## src/cht_pkg.sv

```systemverilog
// shared types, codes and widths for the connection handle table
package cht_pkg;

    // default sizes
    localparam int DESCRIPTOR_COUNT_DEF = 64;
    localparam int SIDE_COUNT_DEF       = 32;
    localparam int SLOT_BITS_DEF        = 12;

    // fixed field widths
    localparam int OP_W     = 3;
    localparam int STATUS_W = 2;
    localparam int INDEX_W  = 16;
    localparam int SLOT_W   = 12;
    localparam int FLAG_W   = 32;
    localparam int DATA_W   = 64;
    localparam int IN_USER_W  = 4;
    localparam int OUT_USER_W = 3;

    // occupancy bitmap words
    localparam int WORD_BITS = 32;
    localparam int BIT_W     = 5;

    typedef enum logic [OP_W-1:0] {
        OP_ALLOC      = 3'd0,
        OP_ALLOC_FROM = 3'd1,
        OP_BIND       = 3'd2,
        OP_LOOKUP     = 3'd3,
        OP_GET_FLAGS  = 3'd4,
        OP_SET_FLAGS  = 3'd5
    } cht_op_t;

    typedef enum logic [STATUS_W-1:0] {
        STATUS_DONE      = 2'd0,
        STATUS_NONE_FREE = 2'd1,
        STATUS_RANGE     = 2'd2
    } cht_status_t;

    typedef enum logic [1:0] {
        ST_CLEAR,
        ST_IDLE,
        ST_READ,
        ST_EVAL
    } cht_state_t;

    // controller to datapath
    typedef struct packed {
        logic clr_en;
        logic load;
        logic read;
        logic advance;
        logic finish;
    } cht_cmd_t;

    // datapath to controller
    typedef struct packed {
        logic clr_last;
        logic more;
        logic out_full;
    } cht_sts_t;

endpackage

```

## src/cht_ram.sv

```systemverilog
// generic simple dual port ram with registered read
module cht_ram #(
    parameter int WIDTH  = 32,
    parameter int DEPTH  = 64,
    parameter int ADDR_W = (DEPTH > 1) ? $clog2(DEPTH) : 1
) (
    input  logic              clk,
    input  logic              we,
    input  logic [ADDR_W-1:0] waddr,
    input  logic [WIDTH-1:0]  wdata,
    input  logic              re,
    input  logic [ADDR_W-1:0] raddr,
    output logic [WIDTH-1:0]  rdata
);

    logic [WIDTH-1:0] mem [DEPTH];

    // write port
    always_ff @(posedge clk)
    begin
        if (we)
        begin
            mem[waddr] <= wdata;
        end
    end

    // registered read port
    always_ff @(posedge clk)
    begin
        if (re)
        begin
            rdata <= mem[raddr];
        end
    end

endmodule

```

## src/cht_ctrl.sv

```systemverilog
// sequencing state machine for the connection handle table
module cht_ctrl import cht_pkg::*; (
    input  logic     clk,
    input  logic     rst_n,
    input  logic     s_tvalid,
    output logic     s_tready,
    input  cht_sts_t sts,
    output cht_cmd_t cmd
);

    cht_state_t state_reg;
    cht_state_t state_next;

    // state register
    always_ff @(posedge clk or negedge rst_n)
    begin
        if (!rst_n)
        begin
            state_reg <= ST_CLEAR;
        end
        else
        begin
            state_reg <= state_next;
        end
    end

    // next state and commands
    always_comb
    begin
        state_next = state_reg;
        cmd        = '0;
        s_tready   = 1'b0;
        case (state_reg)
            ST_CLEAR:
            begin
                cmd.clr_en = 1'b1;
                if (sts.clr_last)
                begin
                    state_next = ST_IDLE;
                end
            end
            ST_IDLE:
            begin
                s_tready = 1'b1;
                if (s_tvalid)
                begin
                    cmd.load   = 1'b1;
                    state_next = ST_READ;
                end
            end
            ST_READ:
            begin
                cmd.read   = 1'b1;
                state_next = ST_EVAL;
            end
            ST_EVAL:
            begin
                if (sts.more)
                begin
                    cmd.advance = 1'b1;
                    state_next  = ST_READ;
                end
                else if (!sts.out_full)
                begin
                    cmd.finish = 1'b1;
                    state_next = ST_IDLE;
                end
            end
            default:
            begin
                state_next = ST_CLEAR;
            end
        endcase
    end

endmodule

```

## src/cht_datapath.sv

```systemverilog
// request registers, tables, free-entry search and result register
module cht_datapath import cht_pkg::*; #(
    parameter int DESCRIPTOR_COUNT = DESCRIPTOR_COUNT_DEF,
    parameter int SIDE_COUNT       = SIDE_COUNT_DEF,
    parameter int SLOT_BITS        = SLOT_BITS_DEF
) (
    input  logic                  clk,
    input  logic                  rst_n,
    input  cht_cmd_t              cmd,
    output cht_sts_t              sts,
    input  logic [DATA_W-1:0]     s_tdata,
    input  logic [IN_USER_W-1:0]  s_tuser,
    input  logic                  m_tready,
    output logic                  m_tvalid,
    output logic [DATA_W-1:0]     m_tdata,
    output logic [OUT_USER_W-1:0] m_tuser
);

    localparam int DESC_WORDS = (DESCRIPTOR_COUNT + WORD_BITS - 1) / WORD_BITS;
    localparam int SIDE_WORDS = (SIDE_COUNT + WORD_BITS - 1) / WORD_BITS;
    localparam int MAX_WORDS  = (DESC_WORDS > SIDE_WORDS) ? DESC_WORDS : SIDE_WORDS;
    localparam int WORD_W     = (MAX_WORDS > 1) ? $clog2(MAX_WORDS) : 1;
    localparam int CAND_W     = WORD_W + BIT_W;
    localparam int BM_DEPTH   = DESC_WORDS + SIDE_WORDS;
    localparam int BM_AW      = $clog2(BM_DEPTH);
    localparam int SLOT_DEPTH = DESCRIPTOR_COUNT + SIDE_COUNT;
    localparam int SLOT_AW    = $clog2(SLOT_DEPTH);
    localparam int FLAG_AW    = $clog2(DESCRIPTOR_COUNT);
    localparam int CLR_LEN    = (BM_DEPTH > DESCRIPTOR_COUNT) ? BM_DEPTH : DESCRIPTOR_COUNT;
    localparam int CLR_W      = $clog2(CLR_LEN);
    localparam int DESC_LAST  = (DESCRIPTOR_COUNT - 1) / WORD_BITS;
    localparam int SIDE_LAST  = (SIDE_COUNT - 1) / WORD_BITS;

    // input beat fields
    cht_op_t             in_op;
    logic                in_side;
    logic [INDEX_W-1:0]  in_idx;
    logic [SLOT_W-1:0]   in_slot;
    logic [FLAG_W-1:0]   in_flag;
    logic                in_ok;
    logic [INDEX_W-1:0]  in_start;
    logic                in_desc_ok;
    logic                in_side_ok;

    // request registers
    cht_op_t              op_reg;
    logic                 pool_side_reg;
    logic                 ok_reg;
    logic [INDEX_W-1:0]   idx_reg;
    logic [SLOT_BITS-1:0] slot_reg;
    logic [FLAG_W-1:0]    flag_reg;
    logic [BIT_W-1:0]     lowbit_reg;
    logic [WORD_W-1:0]    word_reg;
    logic [WORD_W-1:0]    word_next;
    logic                 first_reg;
    logic                 first_next;

    // clearing pass
    logic [CLR_W-1:0] clr_reg;
    logic [CLR_W-1:0] clr_next;

    // memories
    logic                 bm_we;
    logic [BM_AW-1:0]     bm_waddr;
    logic [WORD_BITS-1:0] bm_wdata;
    logic [BM_AW-1:0]     bm_addr;
    logic [WORD_BITS-1:0] bm_rdata;
    logic                 slot_we;
    logic [SLOT_BITS-1:0] slot_wdata;
    logic [SLOT_AW-1:0]   slot_addr;
    logic [SLOT_BITS-1:0] slot_rdata;
    logic                 flag_we;
    logic [FLAG_AW-1:0]   flag_waddr;
    logic [FLAG_W-1:0]    flag_wdata;
    logic [FLAG_AW-1:0]   flag_addr;
    logic [FLAG_W-1:0]    flag_rdata;

    // search
    logic                 scan;
    logic [WORD_BITS-1:0] low_mask;
    logic [WORD_BITS-1:0] free_bits;
    logic                 hit;
    logic [BIT_W-1:0]     pos;
    logic [CAND_W-1:0]    cand;
    logic                 in_count;
    logic                 last_word;
    logic                 found;
    logic                 used_bit;
    logic [INDEX_W-1:0]   entry;
    logic [BIT_W-1:0]     bit_sel;
    logic [WORD_BITS-1:0] bit_onehot;

    // result
    cht_status_t          res_status;
    logic [INDEX_W-1:0]   res_index;
    logic                 res_side;
    logic [SLOT_W-1:0]    res_slot;
    logic [FLAG_W-1:0]    res_flags;
    logic                 out_valid_reg;
    logic                 out_valid_next;
    cht_status_t          out_status_reg;
    logic [INDEX_W-1:0]   out_index_reg;
    logic                 out_side_reg;
    logic [SLOT_W-1:0]    out_slot_reg;
    logic [FLAG_W-1:0]    out_flags_reg;

    // unpack the input beat
    assign in_op   = cht_op_t'(s_tuser[OP_W-1:0]);
    assign in_side = s_tuser[OP_W];
    assign in_idx  = s_tdata[15:0];
    assign in_slot = s_tdata[27:16];
    assign in_flag = s_tdata[59:28];

    assign in_desc_ok = {1'b0, in_idx} < (INDEX_W+1)'(DESCRIPTOR_COUNT);
    assign in_side_ok = {1'b0, in_idx} < (INDEX_W+1)'(SIDE_COUNT);

    // range check and scan start per op
    always_comb
    begin
        in_ok    = 1'b0;
        in_start = in_idx;
        case (in_op)
            OP_ALLOC:
            begin
                in_ok    = 1'b1;
                in_start = in_side ? INDEX_W'(0) : INDEX_W'(1);
            end
            OP_ALLOC_FROM:
            begin
                in_ok = in_desc_ok;
            end
            OP_BIND, OP_LOOKUP:
            begin
                in_ok = in_side ? in_side_ok : in_desc_ok;
            end
            OP_GET_FLAGS, OP_SET_FLAGS:
            begin
                in_ok = !in_side && in_desc_ok;
            end
            default:
            begin
                in_ok = 1'b0;
            end
        endcase
    end

    // request capture
    always_ff @(posedge clk)
    begin
        if (cmd.load)
        begin
            op_reg        <= in_op;
            pool_side_reg <= in_side && (in_op != OP_ALLOC_FROM);
            ok_reg        <= in_ok;
            idx_reg       <= in_idx;
            slot_reg      <= SLOT_BITS'(in_slot);
            flag_reg      <= in_flag;
            lowbit_reg    <= in_start[BIT_W-1:0];
        end
        word_reg  <= word_next;
        first_reg <= first_next;
    end

    // bitmap word pointer
    always_comb
    begin
        word_next  = word_reg;
        first_next = first_reg;
        if (cmd.load)
        begin
            word_next  = WORD_W'(in_start >> BIT_W);
            first_next = 1'b1;
        end
        else if (cmd.advance)
        begin
            word_next  = word_reg + WORD_W'(1);
            first_next = 1'b0;
        end
    end

    // clearing pass counter
    assign clr_next     = cmd.clr_en ? clr_reg + CLR_W'(1) : clr_reg;
    assign sts.clr_last = (clr_reg == CLR_W'(CLR_LEN - 1));

    always_ff @(posedge clk or negedge rst_n)
    begin
        if (!rst_n)
        begin
            clr_reg <= '0;
        end
        else
        begin
            clr_reg <= clr_next;
        end
    end

    // lowest free entry in the current bitmap word
    assign scan      = ((op_reg == OP_ALLOC) || (op_reg == OP_ALLOC_FROM)) && ok_reg;
    assign low_mask  = first_reg ? ({WORD_BITS{1'b1}} << lowbit_reg) : {WORD_BITS{1'b1}};
    assign free_bits = ~bm_rdata & low_mask;
    assign hit       = |free_bits;

    always_comb
    begin
        pos = '0;
        for (int i = WORD_BITS - 1; i >= 0; i--)
        begin
            if (free_bits[i])
            begin
                pos = BIT_W'(i);
            end
        end
    end

    assign cand      = {word_reg, pos};
    assign in_count  = (INDEX_W+1)'(cand) < (pool_side_reg ? (INDEX_W+1)'(SIDE_COUNT)
                                                            : (INDEX_W+1)'(DESCRIPTOR_COUNT));
    assign last_word = word_reg == (pool_side_reg ? WORD_W'(SIDE_LAST) : WORD_W'(DESC_LAST));
    assign found     = hit && in_count;
    assign sts.more  = scan && !hit && !last_word;

    // entry addressing
    assign entry      = scan ? INDEX_W'(cand) : idx_reg;
    assign bit_sel    = scan ? pos : idx_reg[BIT_W-1:0];
    assign bit_onehot = WORD_BITS'(1) << bit_sel;
    assign used_bit   = bm_rdata[idx_reg[BIT_W-1:0]];
    assign bm_addr    = pool_side_reg ? BM_AW'(DESC_WORDS) + BM_AW'(word_reg) : BM_AW'(word_reg);
    assign slot_addr  = pool_side_reg ? SLOT_AW'(DESCRIPTOR_COUNT) + SLOT_AW'(entry)
                                      : SLOT_AW'(entry);
    assign flag_addr  = FLAG_AW'(entry);

    // table writes: clearing pass or request write-back
    always_comb
    begin
        bm_we      = 1'b0;
        bm_waddr   = bm_addr;
        bm_wdata   = '0;
        slot_we    = 1'b0;
        slot_wdata = '0;
        flag_we    = 1'b0;
        flag_waddr = flag_addr;
        flag_wdata = '0;
        if (cmd.clr_en)
        begin
            bm_we      = 32'(clr_reg) < BM_DEPTH;
            bm_waddr   = BM_AW'(clr_reg);
            flag_we    = 32'(clr_reg) < DESCRIPTOR_COUNT;
            flag_waddr = FLAG_AW'(clr_reg);
        end
        else if (cmd.finish && ok_reg)
        begin
            case (op_reg)
                OP_ALLOC, OP_ALLOC_FROM:
                begin
                    bm_we    = found;
                    bm_wdata = bm_rdata | bit_onehot;
                    slot_we  = found;
                    flag_we  = found && (op_reg == OP_ALLOC_FROM);
                end
                OP_BIND:
                begin
                    bm_we      = 1'b1;
                    bm_wdata   = (slot_reg != '0) ? (bm_rdata | bit_onehot)
                                                  : (bm_rdata & ~bit_onehot);
                    slot_we    = 1'b1;
                    slot_wdata = slot_reg;
                end
                OP_SET_FLAGS:
                begin
                    flag_we    = 1'b1;
                    flag_wdata = flag_reg;
                end
                default:
                begin
                    bm_we = 1'b0;
                end
            endcase
        end
    end

    // occupancy bitmap, descriptor words then side words
    cht_ram #(
        .WIDTH (WORD_BITS),
        .DEPTH (BM_DEPTH)
    ) u_bitmap (
        .clk   (clk),
        .we    (bm_we),
        .waddr (bm_waddr),
        .wdata (bm_wdata),
        .re    (cmd.read),
        .raddr (bm_addr),
        .rdata (bm_rdata)
    );

    // slot table, descriptors then side entries
    cht_ram #(
        .WIDTH (SLOT_BITS),
        .DEPTH (SLOT_DEPTH)
    ) u_slots (
        .clk   (clk),
        .we    (slot_we),
        .waddr (slot_addr),
        .wdata (slot_wdata),
        .re    (cmd.read),
        .raddr (slot_addr),
        .rdata (slot_rdata)
    );

    // descriptor flag words
    cht_ram #(
        .WIDTH (FLAG_W),
        .DEPTH (DESCRIPTOR_COUNT)
    ) u_flags (
        .clk   (clk),
        .we    (flag_we),
        .waddr (flag_waddr),
        .wdata (flag_wdata),
        .re    (cmd.read),
        .raddr (flag_addr),
        .rdata (flag_rdata)
    );

    // result fields
    always_comb
    begin
        res_status = STATUS_RANGE;
        res_index  = '0;
        res_side   = 1'b0;
        res_slot   = '0;
        res_flags  = '0;
        if (ok_reg)
        begin
            case (op_reg)
                OP_ALLOC, OP_ALLOC_FROM:
                begin
                    if (found)
                    begin
                        res_status = STATUS_DONE;
                        res_index  = INDEX_W'(cand);
                        res_side   = pool_side_reg;
                    end
                    else
                    begin
                        res_status = STATUS_NONE_FREE;
                    end
                end
                OP_BIND, OP_SET_FLAGS:
                begin
                    res_status = STATUS_DONE;
                end
                OP_LOOKUP:
                begin
                    res_status = STATUS_DONE;
                    res_slot   = used_bit ? SLOT_W'(slot_rdata) : '0;
                end
                OP_GET_FLAGS:
                begin
                    res_status = STATUS_DONE;
                    res_flags  = flag_rdata;
                end
                default:
                begin
                    res_status = STATUS_RANGE;
                end
            endcase
        end
    end

    // output register
    always_comb
    begin
        out_valid_next = out_valid_reg;
        if (cmd.finish)
        begin
            out_valid_next = 1'b1;
        end
        else if (m_tready)
        begin
            out_valid_next = 1'b0;
        end
    end

    always_ff @(posedge clk or negedge rst_n)
    begin
        if (!rst_n)
        begin
            out_valid_reg <= 1'b0;
        end
        else
        begin
            out_valid_reg <= out_valid_next;
        end
    end

    always_ff @(posedge clk)
    begin
        if (cmd.finish)
        begin
            out_status_reg <= res_status;
            out_index_reg  <= res_index;
            out_side_reg   <= res_side;
            out_slot_reg   <= res_slot;
            out_flags_reg  <= res_flags;
        end
    end

    assign sts.out_full = out_valid_reg && !m_tready;
    assign m_tvalid     = out_valid_reg;
    assign m_tdata      = {4'b0, out_flags_reg, out_slot_reg, out_index_reg};
    assign m_tuser      = {out_side_reg, out_status_reg};

endmodule

```

## src/connection_handle_table_top.sv

```systemverilog
// top level of the connection handle table
//
//  channel  dir  beat contents
//  s_*      in   tuser: op[2:0] side_pool[3]
//                tdata: entry_index[15:0] slot_number[27:16] flag_word[59:28]
//  m_*      out  tuser: status[1:0] handle_side[2]
//                tdata: handle_index[15:0] slot_out[27:16] flags_out[59:28]
//
// a request passes through accept, table read and evaluate; its result is registered
// as evaluation finishes. allocation reads one 32-entry occupancy word per pass
// through table read and evaluate, until a free entry is found or the pool's last
// word is read. after reset a clearing pass over the bitmap and flag words runs
// before the first request is taken.
// a result waits in the output register while the next request is worked on;
// evaluation holds, and input stays stalled, while that register is still full.
module connection_handle_table_top import cht_pkg::*; #(
    parameter int DESCRIPTOR_COUNT = DESCRIPTOR_COUNT_DEF,
    parameter int SIDE_COUNT       = SIDE_COUNT_DEF,
    parameter int SLOT_BITS        = SLOT_BITS_DEF
) (
    input  logic                  clk,
    input  logic                  rst_n,
    input  logic                  s_tvalid,
    output logic                  s_tready,
    input  logic [DATA_W-1:0]     s_tdata,   // entry_index, slot_number, flag_word
    input  logic [IN_USER_W-1:0]  s_tuser,   // op, side_pool
    output logic                  m_tvalid,
    input  logic                  m_tready,
    output logic [DATA_W-1:0]     m_tdata,   // handle_index, slot_out, flags_out
    output logic [OUT_USER_W-1:0] m_tuser    // status, handle_side
);

    cht_cmd_t cmd;
    cht_sts_t sts;

    // sequencer
    cht_ctrl u_ctrl (
        .clk      (clk),
        .rst_n    (rst_n),
        .s_tvalid (s_tvalid),
        .s_tready (s_tready),
        .sts      (sts),
        .cmd      (cmd)
    );

    // tables and search
    cht_datapath #(
        .DESCRIPTOR_COUNT (DESCRIPTOR_COUNT),
        .SIDE_COUNT       (SIDE_COUNT),
        .SLOT_BITS        (SLOT_BITS)
    ) u_datapath (
        .clk      (clk),
        .rst_n    (rst_n),
        .cmd      (cmd),
        .sts      (sts),
        .s_tdata  (s_tdata),
        .s_tuser  (s_tuser),
        .m_tready (m_tready),
        .m_tvalid (m_tvalid),
        .m_tdata  (m_tdata),
        .m_tuser  (m_tuser)
    );

endmodule

```

## config.mk

```make
export PLATFORM = sky130hd
export DESIGN_NAME = connection_handle_table_top
export DESIGN_NICKNAME = d
export VERILOG_FILES = /design/src/cht_pkg.sv /design/src/cht_ram.sv /design/src/cht_ctrl.sv /design/src/cht_datapath.sv /design/src/connection_handle_table_top.sv
export SDC_FILE = /design/constraint.sdc
export NUM_CORES = 2
export LEC_CHECK = 0
export ABC_CLOCK_PERIOD_IN_PS = 13900
export BUFFER_PORTS_ARGS = -buffer_cell sky130_fd_sc_hd__buf_2
export CORE_MARGIN = 4
export CORE_UTILIZATION = 40
export DETAILED_ROUTE_END_ITERATION = 8
export HOLD_SLACK_MARGIN = 0.12
export PLACE_DENSITY = 0.53
export SKIP_CTS_REPAIR_TIMING = 1
export SLEW_MARGIN = 30
export SYNTH_ARGS = -nofsm -noshare
export SYNTH_HDL_FRONTEND = slang
export SYNTH_HIERARCHICAL = 1
export SYNTH_SLANG_ARGS = --single-unit
```

## constraint.sdc

```tcl
create_clock -name clk -period 13.9 [get_ports clk]
set_clock_uncertainty 0.15 [all_clocks]
set_input_delay 1.39 -clock clk [delete_from_list [all_inputs] [get_ports clk]]
set_output_delay 1.39 -clock clk [all_outputs]
set_load 0.03 [all_outputs]
```

# Word-level counts from Yosys, hierarchy flattened
# Memory sizes are Yosys's and may differ from the RTL's. A register that Yosys moved wholly into a read port is not among the register bits.
# Index checks and enable logic that the tools add are counted.
# totals
register_bits	135
latch_bits	0
mem_bits_rw	3296
rom_bits	0
output_inout_bits	69
wordCells	176
memories	3
# memory_table
memory	depth	width	read_ports	rd_clocked_by_memory_dff	write_ports	line	text
u_datapath.u_flags.mem	64	32	1	1	1	cht_ram.sv:16	logic [WIDTH-1:0] mem [DEPTH];
u_datapath.u_slots.mem	96	12	1	1	1	cht_ram.sv:16	
u_datapath.u_bitmap.mem	3	32	1	1	1	cht_ram.sv:16	
# op_classes
n_addsub	4
n_mul	0
n_div	0
order_cmp	5
eq_ne	19
shifts	2
n_mux	90
bitwise_logic	5
n_reduce_logical	30
# ops
operator	n
$mux W32	7
$mux W5	33
$and A32 B32 Y32	2
$not A32 Y32	2
$pmux W32 S2	1
$mux W12	3
$or A32 B32 Y32	1
$reduce_or A32 Y1	1
$shl A1 B5 Y32 const A	1
$shl A32 B5 Y32 const A	1
$mux W1	28
$mux W7	3
$lt A6 B17 Y1	1
$lt A16 B6 Y1 const B	1
$lt A16 B7 Y1 const B	1
$mux W2	7
$eq A3 B2 Y1 const B	4
$eq A3 B3 Y1 const B	4
$mux W6	2
$reduce_bool A12 Y1	1
$logic_and A1 B1 Y1	9
$reduce_and A3 Y1	3
$pmux W2 S4	1
$add A7 B7 Y7 const A	1
25 further kinds	37

# Logic depth before layout (Yosys ltp)
# logic_depth
word_depth	43
ltp_mapped	21
mapped_depth_nobuf	15

# Cells and area by module
# The synthesis kept the hierarchy.
# by_module_without_submodules
mod	n_inst	cells_each	area_each_um2	seq_area_each_um2
cht_ram at u_datapath.u_flags	1	3324	78835.6	62459.9
cht_ram at u_datapath.u_slots	1	2039	45080.7	34953.5
cht_datapath	1	682	7587.3	3648.5
cht_ram at u_datapath.u_bitmap	1	238	4583.1	3843.7
cht_ctrl	1	15	136.4	50.0

# Worst setup path after synthesis
# OpenSTA, ideal clock, no wires.
# synth_path
path_type	reg2reg
startpoint	reg u_datapath.lowbit_reg[3]
endpoint	mem u_datapath.u_bitmap.mem[0][0], enable pin
setup_time_ps	468
t_arrival_ps	5870
path_slack_ps	7412
stages_incl_launch_ff	17
n_path_buf	3
synth_period_minus_slack_ps	6488
path_cell_list	edfxtp_1 > buf_2 > buf_4 > buf_6 > nor4_1 > o21ba_2 > nor3_1 > and4_1 > nor2b_1 > nand2_1 > nor3_1 > nor2_1 > and3_2 > nand2_1 > or2_1 > o31ai_1 > nor3b_1
# synth_lines
item	line	text
from (decl)	cht_datapath.sv:52	logic [BIT_W-1:0] lowbit_reg;
from (signal assigned)	cht_datapath.sv:158	lowbit_reg <= in_start[BIT_W-1:0];
to (decl)	cht_ram.sv:16	

# Worst setup path in the final report
# layout_path
startpoint	reg u_datapath.lowbit_reg[3]
endpoint	reg u_datapath.u_flags.rdata[6], read port of u_datapath.u_flags.mem (data pin)
# layout_via
elab_chain_cells	36
# layout_rtl
item	line	text
$shl A32 B5 Y32 *	cht_datapath.sv:199	assign low_mask = first_reg ? ({WORD_BITS{1'b1}} << lowbit_reg) : {WORD_BITS{1'b1}};
$mux W32 *	cht_datapath.sv:199	
$and A32 B32 Y32 *	cht_datapath.sv:200	assign free_bits = ~bm_rdata & low_mask;
$mux W5 (31 in series)	cht_datapath.sv:208	if (free_bits[i])
$mux W5 *	cht_datapath.sv:208	
$mux W7 *	cht_datapath.sv:223	assign entry = scan ? INDEX_W'(cand) : idx_reg;
to (decl)	cht_ram.sv:13	output logic [WIDTH-1:0] rdata
# Every way passes the cells marked *; elsewhere a longest branch is shown, timed or not.
# A chain may end at the register's enable or synchronous reset.

==> flow_metrics.tcl <==
set metrics [dict create \
    finalSetupViolCount 0 \
    synth.distinct_cells 99 \
    dieArea_sq_um 350000 \
    path_cells "a211o_1 > a21oi_2 > a31oi_1 > nor4_1 > o311ai_4 > nand3_4 > buf_12 > buf_12 > buf_6 > mux4_2 > mux4_2 > o22ai_1 > nor2_1" \
    syn_to_final_growth_pct 14.28 \
    r2r_cells 13 \
    muxShareOfSynthArea_pct 15.49 \
    clock_path_buffers 4 \
    synth_seq_cells 3497 \
    cp.required_ns 14.40 \
    die_w_um 591.6 \
    start_util_pct 40.12 \
    globalplace.congestion 0.8474 \
    row_count 214 \
    cts_buffers 375 \
    slew-limit-headroom_pct 24.57 \
    largest_reg_flops 2048 \
    hold_class "in2async" \
    synth_top_family_by_area "multiplexers" \
    cts_tree "done" \
    finalInstanceArea_sq_um 155700 \
    yosysSeqAreaShare_pct 77.05 \
    arrival_ns 7.81 \
    mappedNetlistArea_sq_um 136200 \
    fin_nets 6813 \
    worst_slew_pin_slew_ns 1.126 \
    power_density_nw_per_um2 172.4 \
    setup_tns_ns 0 \
    grt_pass1_wl_mm 500.4 \
    p_leak_nw 50.07 \
    pre_cts_slack_ns 6.245 \
    worstReg2RegStart "u_datapath/lowbit_reg[3]$_SDFFCE_PP0P_" \
    timing.final.crit_share_pct 52.59 \
    clock_latency_ns 0.95 \
    grt_start_max_net_pins 128 \
    crit_slowest_cell "edfxtp_1" \
    drc 0 \
    slew_violations 0 \
    max_stage_delay_ns 0.77 \
    core_area_sq_um 339500 \
    setup.worst_path.start "u_datapath/lowbit_reg[3]$_SDFFCE_PP0P_" \
    placement.cell_area_sq_um 143500 \
    outcome "complete, no violations" \
    synthAdderAreaFrac_pct 0.01837 \
    dr_total_vias 66070 \
    wl_per_cell_um 30.46 \
    postRouteAntennaNets 0 \
    hpwl_mm 193.3 \
    antenna_found_initial 18 \
    dr.pass1.iters 6 \
    synth_top_area_share_pct 76.87 \
    drive_gt1_share_pct 28.04 \
    track_usage_pct 19.87 \
    port_buffers 122 \
    synth_simple_gate_area_share_pct 3.055 \
    io_pins 141 \
    htreeDepth 5 \
    synth-edff-count 3487 \
    fin_util_pct 45.85 \
    grt_pass1_vias 67050 \
    synth-compound-area-share_pct 2.723 \
    r2r-end "u_datapath/u_flags/rdata[6]$_DFFE_PP_" \
    avgSynthCellArea_sq_um 21.63 \
    routed_wirelength_mm 353.0 \
    synthTopCellsByCount "edfxtp_1 (3487), mux4_2 (827), nor2_1 (271)" \
    endpoint_kind "flip-flop" \
    async_flop_share_pct 0.2574 \
    yosys.area.top_type "edfxtp_1" \
    synth_most_common_cell "edfxtp_1" \
    cap_viol_max_count 0 \
    path_clk_slew_ns 0.06 \
    vias_per_cell 5.702 \
    largestRegisters "u_datapath/u_flags/mem x2048, u_datapath/u_slots/mem x1152, u_datapath/u_bitmap/mem x96" \
    hold_viol_final 0 \
    r2r_slack_ns 6.59 \
    yosysWarningCount 6 \
    endpoint "u_datapath/u_flags/rdata[6]$_DFFE_PP_" \
    fin_crit_ns 7.310 \
    cts.sinks 3497 \
    worst_slack_ns 6.590 \
    cts_root_buf "clkbuf_16" \
    crit_fanout 87 \
    fmax_mhz 136.8 \
    grt_overflow 0 \
    max_flop_register "u_datapath/u_flags/mem" \
    yosys_most_used_dff "edfxtp_1" \
    worstSetupStartpointType "flip-flop" \
    synthTopCellsByArea "edfxtp_1 (77%), mux4_2 (14%), mux2i_1 (1.5%), nor2_1 (0.75%), nand2_1 (0.50%)" \
    ir_drop_mv 0.1198 \
    p_total_mw 26.84 \
    drtIter0Drc 6966 \
    grt_setup_unrepaired "no" \
    synth_xor_area_share_pct 0.03858 \
    dieHeight_um 591.6 \
    worstSetupPathType "reg2reg" \
    postSynthCellCount 6298 \
]
## per-stage QoR
stage	hold WS, ns	std cells
2_1_floorplan	0.3178	6311
3_3_place_gp	0.3391	10890
3_5_place_dp	0.3585	10890
4_1_cts	0.1700	11570
5_1_grt	0.2111	11570
6_report	0.2475	11590
## final cells by class
| class | count | area [sq um] |
|---|---|---|
| sequential | 3497 | 105000 |
| tap | 4536 | 5675 |
| antenna | 15 | 37.54 |
| clock buffer | 464 | 9867 |
| timing repair buffer | 416 | 3090 |
| multi-input combinational | 2434 | 29830 |
| clock inverter | 210 | 2151 |
| inverter | 15 | 71.32 |
| fill | 28600 | 183800 |
## logic make-up after synthesis
group | count (synthesis)
buffers and inverters | 380
AND/OR/NAND/NOR | 844
XOR/XNOR | 6
flip-flops | 3497
AO/OA/AOI/OAI | 515
adder cells (fa/ha/maj) | 2
other | 1
multiplexers | 1053
## worst min-delay path by stage
stage | start | end | slack, ns | cells past startpoint
after CTS | rst_n | u_datapath/clr_reg[0]$_DFFE_PN0P_ | 0.17 | 1
after global placement | u_datapath/clr_reg[4]$_DFFE_PN0P_ | u_datapath/clr_reg[4]$_DFFE_PN0P_ | 0.34 | 1
final | rst_n | u_datapath/clr_reg[1]$_DFFE_PN0P_ | 0.25 | 1
after global routing | rst_n | u_datapath/clr_reg[0]$_DFFE_PN0P_ | 0.21 | 1
after detailed placement | u_datapath/u_flags/rdata[6]$_DFFE_PP_ | u_datapath/out_flags_reg[6]$_SDFFCE_PN0P_ | 0.36 | 1
after floorplan | u_datapath/clr_reg[4]$_DFFE_PN0P_ | u_datapath/clr_reg[4]$_DFFE_PN0P_ | 0.32 | 1
## metal layers
| layer | wire length, um | up-vias | track usage, % |
|---|---|---|---|
| li1 | - | 27420 | - |
| met1 | 148400 | 35870 | 28.06 |
| met2 | 170900 | 2299 | 32.13 |
| met3 | 24230 | 476 | 3.467 |
| met4 | 9383 | 4 | 5.266 |
| met5 | 33 | - | 0 |
## power by group
part           total [mW]  internal, mW  leakage (nW)  switching (mW)
sequential           12.1          11.9          33.4           0.193
combinational        4.90          1.72          10.8            3.18
clock                9.80          5.77          5.84            4.03
## cells in the final DEF (no fill, tap or decap), types with 43 or more instances in the layout
cell          n
mux4_2      827
nor2_4       66
nand3_1      52
clkbuf_1     82
mux2i_1     201
clkinv_1     77
edfxtp_1   3487
nand2_1     180
and2_1       57
buf_4       271
nor2_1      202
clkinv_2     56
nor2b_1      43
o22ai_1     105
a21oi_1      95
buf_2       122
clkbuf_16   382
## worst max-delay path, delay by kind of cell (launching register included)
kind                   cells  cell delay [ns]
AOI/OAI and AO/OA          5             1.74
buffers and inverters      3             1.61
muxes                      2             1.07
DFF                        1             0.77
and+or+nand+nor            3             1.29
(Power assumes the default switching activity.)
